**config.mk**
```make
export PLATFORM = sky130hd
export DESIGN_NAME = sorted_list_insert_delete
export DESIGN_NICKNAME = d
export VERILOG_FILES = /design/src/sli_pkg.sv /design/src/sli_cell.sv /design/src/sorted_list_insert_delete.sv
export SDC_FILE = /design/constraint.sdc
export NUM_CORES = 2
export LEC_CHECK = 0
export BUFFER_PORTS_ARGS = -buffer_cell sky130_fd_sc_hd__buf_2
export CELL_PAD_IN_SITES_DETAIL_PLACEMENT = 1
export CELL_PAD_IN_SITES_GLOBAL_PLACEMENT = 1
export CORE_UTILIZATION = 30
export CTS_BUF_LIST = sky130_fd_sc_hd__clkbuf_8
export DETAILED_ROUTE_END_ITERATION = 12
export PLACE_DENSITY_LB_ADDON = 0.08
export SETUP_SLACK_MARGIN = 0.05
export SYNTH_ARGS = -nofsm -noshare
export SYNTH_HDL_FRONTEND = slang
export SYNTH_SLANG_ARGS = --single-unit
```
**constraint.sdc**
```tcl
create_clock -name clk -period 4.3 [get_ports clk]
set_input_delay 0.43 -clock clk [delete_from_list [all_inputs] [get_ports clk]]
set_output_delay 0.43 -clock clk [all_outputs]
set_load 0.05 [all_outputs]
```
**src/sli_pkg.sv**
```systemverilog
`default_nettype none
package sli_pkg;

  localparam int DEF_CAPACITY = 16;
  localparam int VALUE_W = 32;
  localparam int COUNT_OUT_W = 5;

  typedef enum logic {
    OP_INSERT = 1'b0,
    OP_DELETE = 1'b1
  } opcode_t;

  typedef enum logic [1:0] {
    ST_DONE      = 2'd0,
    ST_NOT_FOUND = 2'd1,
    ST_FULL      = 2'd2
  } status_t;

  typedef struct packed {
    logic ins;
    logic del;
  } cell_cmd_t;

  typedef struct packed {
    logic ins_here;
    logic del_here;
    logic eq;
  } cell_flags_t;

endpackage
`default_nettype wire

```
**src/sli_cell.sv**
```systemverilog
`default_nettype none
module sli_cell (
  input  wire                           clk,
  input  wire                           rst,
  input  sli_pkg::cell_cmd_t            cmd,
  input  wire signed [sli_pkg::VALUE_W-1:0] value,
  input  wire signed [sli_pkg::VALUE_W-1:0] left_entry,
  input  wire                           left_valid,
  input  wire                           left_ins,
  input  wire signed [sli_pkg::VALUE_W-1:0] right_entry,
  input  wire                           right_valid,
  output logic signed [sli_pkg::VALUE_W-1:0] entry,
  output logic                          valid,
  output sli_pkg::cell_flags_t          flags
);
  import sli_pkg::*;

  logic signed [VALUE_W-1:0] entry_next;
  logic                      valid_next;

  always_comb begin
    flags.ins_here = !valid || (entry > value);
    flags.del_here = valid && (entry >= value);
    flags.eq       = valid && (entry == value);
  end

  always_comb begin
    entry_next = entry;
    valid_next = valid;
    if (cmd.ins) begin
      if (left_ins) begin
        entry_next = left_entry;
      end else if (flags.ins_here) begin
        entry_next = value;
      end
      valid_next = valid | left_valid;
    end else if (cmd.del) begin
      if (flags.del_here) begin
        entry_next = right_entry;
        valid_next = right_valid;
      end
    end
  end

  always_ff @(posedge clk) begin
    if (rst) begin
      entry <= '0;
      valid <= 1'b0;
    end else begin
      entry <= entry_next;
      valid <= valid_next;
    end
  end

endmodule
`default_nettype wire

```
**src/sorted_list_insert_delete.sv**
```systemverilog
// Sorted list of signed 32-bit values with insert and delete.
// Input stream: s_tuser[0] is the opcode (insert or delete), s_tdata the value.
// Output stream: one result transaction per input transaction, carrying the
// status (done, not found, full) and the entry count after the operation.
// Each list slot is a cell that compares its entry with the value and takes the value or
// its left or right neighbour's entry, so a whole operation finishes in the
// cycle it is accepted. The result goes straight into the output register;
// throughput is one transaction per cycle while the receiver keeps up.
// When m_tready is low the result is held and s_tready drops until the
// result is taken, so nothing is lost or duplicated.
// Reset (rst, synchronous, active high) empties the list, clears every
// cell to zero and drops m_tvalid; the block accepts input the cycle after.
// Full is detected from the last cell's occupancy; a delete match is the
// OR of every cell's equality flag.
`default_nettype none
module sorted_list_insert_delete #(
  parameter int CAPACITY = sli_pkg::DEF_CAPACITY
) (
  input  wire        clk,
  input  wire        rst,
  input  wire        s_tvalid,
  output logic       s_tready,
  input  wire [31:0] s_tdata,   // [31:0] value
  input  wire [0:0]  s_tuser,   // [0] opcode
  output logic       m_tvalid,
  input  wire        m_tready,
  output logic [7:0] m_tdata    // [1:0] status, [6:2] entry_count, [7] zero
);
  import sli_pkg::*;

  localparam int CW = $clog2(CAPACITY + 1);

  logic signed [VALUE_W-1:0] entries [CAPACITY];
  logic [CAPACITY-1:0]       valids;
  logic [CAPACITY-1:0]       ins_flags;
  logic [CAPACITY-1:0]       eq_flags;
  cell_flags_t               flags [CAPACITY];
  cell_cmd_t                 cmd;

  logic [CW-1:0]             count;
  logic [CW-1:0]             count_next;
  logic [CW+COUNT_OUT_W-1:0] count_ext;
  logic                      accept;
  logic                      full;
  logic                      found;
  opcode_t                   opcode;
  logic signed [VALUE_W-1:0] value;
  status_t                   status_next;
  status_t                   status;
  logic [COUNT_OUT_W-1:0]    count_out;

  assign opcode   = opcode_t'(s_tuser[0]);
  assign value    = s_tdata;
  assign s_tready = !m_tvalid || m_tready;
  assign accept   = s_tvalid && s_tready;
  assign full     = valids[CAPACITY-1];
  assign found    = |eq_flags;

  genvar i;
  generate
    for (i = 0; i < CAPACITY; i++) begin : g_cell
      logic signed [VALUE_W-1:0] l_entry;
      logic                      l_valid;
      logic                      l_ins;
      logic signed [VALUE_W-1:0] r_entry;
      logic                      r_valid;

      if (i == 0) begin : g_first
        assign l_entry = '0;
        assign l_valid = 1'b1;
        assign l_ins   = 1'b0;
      end else begin : g_mid
        assign l_entry = entries[i-1];
        assign l_valid = valids[i-1];
        assign l_ins   = ins_flags[i-1];
      end

      if (i == CAPACITY - 1) begin : g_last
        assign r_entry = '0;
        assign r_valid = 1'b0;
      end else begin : g_body
        assign r_entry = entries[i+1];
        assign r_valid = valids[i+1];
      end

      sli_cell u_cell (
        .clk         (clk),
        .rst         (rst),
        .cmd         (cmd),
        .value       (value),
        .left_entry  (l_entry),
        .left_valid  (l_valid),
        .left_ins    (l_ins),
        .right_entry (r_entry),
        .right_valid (r_valid),
        .entry       (entries[i]),
        .valid       (valids[i]),
        .flags       (flags[i])
      );

      assign ins_flags[i] = flags[i].ins_here;
      assign eq_flags[i]  = flags[i].eq;
    end
  endgenerate

  always_comb begin
    cmd         = '0;
    count_next  = count;
    status_next = ST_DONE;
    unique case (opcode)
      OP_INSERT: begin
        if (full) begin
          status_next = ST_FULL;
        end else begin
          cmd.ins    = accept;
          count_next = count + CW'(1);
        end
      end
      OP_DELETE: begin
        if (!found) begin
          status_next = ST_NOT_FOUND;
        end else begin
          cmd.del    = accept;
          count_next = count - CW'(1);
        end
      end
      default: status_next = ST_DONE;
    endcase
  end

  always_ff @(posedge clk) begin
    if (rst) begin
      count    <= '0;
      m_tvalid <= 1'b0;
    end else begin
      if (accept) begin
        count    <= count_next;
        m_tvalid <= 1'b1;
      end else if (m_tready) begin
        m_tvalid <= 1'b0;
      end
    end
  end

  always_ff @(posedge clk) begin
    if (accept) begin
      status <= status_next;
    end
  end

  assign count_ext = {{COUNT_OUT_W{1'b0}}, count};
  assign count_out = count_ext[COUNT_OUT_W-1:0];
  assign m_tdata   = {1'b0, count_out, status};

  a_count_matches_cells: assert property (@(posedge clk) disable iff (rst)
    $countones(valids) == count)
    else $error("count disagrees with occupied cells");

  a_insert_grows: assert property (@(posedge clk) disable iff (rst)
    cmd.ins |=> count == $past(count) + CW'(1))
    else $error("insert did not grow the list");

  a_delete_shrinks: assert property (@(posedge clk) disable iff (rst)
    cmd.del |=> count == $past(count) - CW'(1))
    else $error("delete did not shrink the list");

  a_full_status: assert property (@(posedge clk) disable iff (rst)
    (m_tvalid && status == ST_FULL) |-> (count == CW'(CAPACITY)))
    else $error("full status with free slots");

  a_result_follows: assert property (@(posedge clk) disable iff (rst)
    accept |=> m_tvalid)
    else $error("accepted transaction gave no result");

endmodule
`default_nettype wire
```
### Word-level counts from Yosys, hierarchy flattened

Cells that the tools add are included.

* output and inout bits: 10
* input port bits: 37
* logic and storage cells: 377
* bits in registers: 536

* multiplexer cells: 139
* magnitude comparators: 32
* reduce and logical (&&, ||, !) cells: 119
* add/subtract/negate cells: 2
* equality and inequality tests: 34
* bitwise operators: 16

Operators by type and width (count)
* $mux 32: 79
* $eq 32x32->1: 16
* $ge 32x32->1: 16
* $gt 32x32->1: 16
* $mux 1: 55
* $reduce_and 3->1: 17
* $ne 3x1->1 const B: 14
* $reduce_bool 2->1: 18
* $logic_and 1x1->1: 33
* $reduce_and 2->1: 16
* $logic_not 1->1: 17
* $logic_or 1x1->1: 17
* $reduce_or 16->1: 1
* $or 1x1->1: 15
* $mux 5: 2
* $pmux 5 s2: 1
* $add 5x1->5 const B: 1
* $sub 5x1->5 const B: 1
* $ne 2x1->1 const B: 2
* $pmux 2 s2: 1
* $ne 3x2->1 const B: 1
* $mux 2: 1
* $ne 2x2->1 const B: 1
* $not 1->1: 1

### Logic depth before layout (Yosys ltp)

* depth after elaboration: 7
* gate-level depth with buffers: 14
* mapped depth without buffers: 11

### By module

From an unflattened synthesis, not the netlist that was laid out.

* cell total of the unflattened synthesis: 5988
* area, all modules: 46806.1 um^2

By module, submodules not included
* sli_cell: cells each 371, seq. area each 660.6 um^2, area each 2892.8 um^2, times used 16
* sorted_list_insert_delete: cells each 52, seq. area each 180.2 um^2, area each 521.8 um^2, times used 1

### Least setup slack after synthesis

Ideal clock, no wire load.

* path kind: in2reg
* from: input s_tdata[23]
* to: register g_cell[8].u_cell.entry[17] in the netlist's numbering
* library setup time: 121 ps
* stages: 14
* data required time: 4179 ps
* slack: 662 ps
* path buffers: 3
* arrival time: 3517 ps
* cells stage by stage: inv_1 -> ha_1 -> a21oi_1 -> o21ai_0 -> a22oi_1 -> or4b_1 -> a2111o_1 -> and2_1 -> buf_2 -> nor3_1 -> or2_1 -> buf_2 -> buf_4 -> mux2_2

* word-level cells in the longest chain between the ends: 7
* elaborated cells on any way between the ends: 47
* those cells by class: order compare (3); eq/ne (17); mux (4); reduce/logical (23)

RTL lines
* from (decl): RTL line sorted_list_insert_delete.sv:23 `input wire [31:0] s_tdata,`
* branches (longest 7 deep; another with $gt 32x32->1)
* to (signal assigned): RTL line sli_cell.sv:50 `entry <= entry_next;`
* to (decl): RTL line sli_cell.sv:12 `output logic signed [sli_pkg::VALUE_W-1:0] entry,`

Several ways; the timed one is not identified.
A chain may end at the register's enable or synchronous reset.

### Worst setup path after layout

* from: register g_cell[6].u_cell.entry[31] in the netlist's numbering
* to: register g_cell[0].u_cell.entry[16] in the netlist's numbering

* word-level cells in the longest chain between the ends: 7

RTL lines
* from (decl): RTL line sli_cell.sv:12
* from (signal assigned): RTL line sli_cell.sv:50
* $eq 32x32->1: RTL line sli_cell.sv:24 `flags.eq = valid && (entry == value);`
* $logic_and 1x1->1: RTL line sli_cell.sv:24
* $reduce_or 16->1: RTL line sorted_list_insert_delete.sv:57 `assign found = |eq_flags;`
* $mux 1: RTL line sorted_list_insert_delete.sv:120 `if (!found) begin`
* $mux 1: RTL line sorted_list_insert_delete.sv:110 `unique case (opcode)`
* $reduce_bool 2->1 (no source line)
* $reduce_and 3->1 (no source line)
* to (signal assigned): RTL line sli_cell.sv:50
* to (decl): RTL line sli_cell.sv:12

Every way passes these cells.

==> impl_metrics.env <==
export IMPL_async_reset_ff_share_pct=0
export IMPL_initial_utilization_pct=30.4
export IMPL_grt_pass1_vias=38600
export IMPL_fin_crit_ns=3.86
export IMPL_final_common_cell="nand2_1"
export IMPL_h_tree_depth=3
export IMPL_crit_type="flop to flop"
export IMPL_synth_warnings=0
export IMPL_drc=0
export IMPL_die_w_um=365
export IMPL_whs_path_depth=2
export IMPL_syn_to_final_growth_pct=15.9
export IMPL_drive_gt1_share_pct=10.6
export IMPL_synth_area_sq_um=39600
export IMPL_finalHoldViolCount=0
export IMPL_synth_seq_cells=536
export IMPL_fill_cells=15400
export IMPL_cts_root_buf="clkbuf_8"
export IMPL_die_height_um=365
export IMPL_dieArea_sq_um=133000
export IMPL_core_area_sq_um=130000
export IMPL_rsz0062_at_grt="false"
export IMPL_max_slew_margin_rel_pct=42.3
export IMPL_required_ns=4.98
export IMPL_period_share_pct=89.8
export IMPL_drt_initial_drc_count=1596
export IMPL_syn_inst=4790
export IMPL_cts_tree="yes"
export IMPL_leakage_nw=19.4
export IMPL_p_total_mw=12.5
export IMPL_grt_pass1_wl_um=246000
export IMPL_syn_num_nets=5343
export IMPL_layout_common_cells="540 x nand2_1, 534 x dfxtp_1, 515 x ha_1"
export IMPL_slew_violations=0
export IMPL_arrival_ns=4.55
export IMPL_synth_ff_type="dfxtp_1"
export IMPL_cts_buffer_depth=3
export IMPL_worst_slew_pin_transition_ns=0.858
export IMPL_post_route_cell_area_sq_um=45800
export IMPL_firstDrtPassIters=5
export IMPL_regArea_sq_um=10800
export IMPL_r2r_start="g_cell[6].u_cell.entry[31]"
export IMPL_num_rows=132
export IMPL_port_buffers=45
export IMPL_synth_cell_types=85
export IMPL_nets=5389
export IMPL_antenna_found_initial=2
export IMPL_startpoint="g_cell[6].u_cell.entry[31]"
export IMPL_grt_max_degree=108
export IMPL_layout_setup_ws_ns=0.437
export IMPL_wl_per_cell_um=24.2
export IMPL_vias=37200
export IMPL_clock_skew_ns=0.0416
export IMPL_setup_violations=0
export IMPL_instances_no_fill=6667
export IMPL_critPathCaptureType="flop"
export IMPL_routed_wl_um=161000
export IMPL_post_cts_buffers=0
export IMPL_maxCapViolCount=0
export IMPL_r2r_cells=11
export IMPL_dp_hpwl_um=125000
export IMPL_cts_buffers=114
export IMPL_grt_usage_pct=23.9
export IMPL_synth_largest_area_cell="dfxtp_1"
export IMPL_fmax_mhz=259
export IMPL_r2r_slack_ns=0.44
export IMPL_cts_sinks=536
export IMPL_syn_area_per_cell_sq_um=8.26
export IMPL_multiInputGateArea_sq_um=27200
export IMPL_place_inst=6459
export IMPL_critical_path_peak_fanout=16
export IMPL_routed_via_density=5.58
export IMPL_clock_latency_ns=0.82
export IMPL_p_per_area_nw_per_um2=273
export IMPL_hold_class="primary input to flop"
export IMPL_startpoint_type="flop"
export IMPL_top_level_ports=47
export IMPL_worstHoldStart="s_tuser"
export IMPL_gp_congestion=0.825
export IMPL_status="finished, final reports clean"
export IMPL_overflow=0
export IMPL_yosysSeqAreaShare_pct=27.2
export IMPL_ant_nets=0
export IMPL_synth_edf_count=2
export IMPL_netlist_area_leader_share_pct=27.0
export IMPL_dp_slack_ns=-0.128
export IMPL_ir_worst_vdd_mv=0.207
export IMPL_synth_area_leaders="dfxtp_1 27%, ha_1 16%, mux2i_1 7.4%"
export IMPL_clk_pin_slew_ns=0.06
export IMPL_place_area_sq_um=43600
[critical path, cell delays in order, from the launching register on]
cell	delay, ns
dfxtp_1	0.35
ha_1	0.43
nand4_1	0.21
nor4_1	0.57
nand3_1	0.39
nand4_1	0.34
nor3_1	0.16
a21o_4	0.35
nor3_2	0.29
buf_4	0.29
a21oi_1	0.10
a311oi_1	0.26
[cell type report]
type                    count  area share [%]
diodes                      3          0.0164
clock buffers             148            4.44
clock inverters            54           0.472
inverters                 107           0.887
multi-input cells        3774            59.3
flip-flops and latches    536            23.4
well taps                1742            4.75
repair buffers            303            6.71
[cell usage after synthesis (114+ instances only)]
| master | n |
|---|---|
| a21oi_1 | 389 |
| nand4_1 | 114 |
| ha_1 | 515 |
| a22o_1 | 288 |
| nand2_1 | 540 |
| o211ai_1 | 204 |
| nand3_1 | 199 |
| o21ai_0 | 399 |
| dfxtp_1 | 534 |
| clkbuf_1 | 286 |
| nor2_1 | 208 |
| mux2i_1 | 292 |
[cell families after synthesis]
family	share of synthesized area, %
mux	8.35
buf+inv	4.85
other cells	0.00948
xor+xnor	0.0885
fa+ha+maj	16.3
flops	27.2
simple gates	14.1
compound gates	29.1
[repair_timing]
item | CTS | global route
resized for setup | 0 | 0
hold buffers | 3 | 0
hold endpoints to repair | 6 | 0
[worst paths after layout]
kind | end
setup reg to reg | g_cell[0].u_cell.entry[16]
hold reg to reg | g_cell[12].u_cell.entry[0]
setup / recovery | g_cell[0].u_cell.entry[16]
hold / removal | status[1]
[report_power, final]
group	switching, mW	internal, mW	total [mW]	leakage (nW)
logic	1.23	0.567	1.80	13.7
registers	0.0553	5.02	5.07	4.33
clock network	2.62	3.03	5.65	1.33
[state kept, by name, summed over array words and instances (netlist names)]
register / count
g_cell.u_cell.entry: 512
m_tvalid: 1
count: 5
status: 2
g_cell.u_cell.valid: 16
[through the flow]
step	util [%]	setup TNS [ns]	hold slack (ns)
6_report	35.2	0	0.192
3_5_place_dp	33.5	-7.45	0.481
2_1_floorplan	-	0	0.449
5_1_grt	35.2	0	0.185
3_3_place_gp	33.5	-12.11	0.466
4_1_cts	35.2	0	0.0943
[routing by layer]
layer | vias up | wire [um] | GRT usage [%]
met3 | 187 | 4300 | 2.14
li1 | 18300 | - | -
met4 | 0 | 4070 | 7.24
met2 | 499 | 72200 | 38.6
met5 | - | 0 | 0
met1 | 18200 | 80500 | 33.6
(Power assumes the default switching activity.)
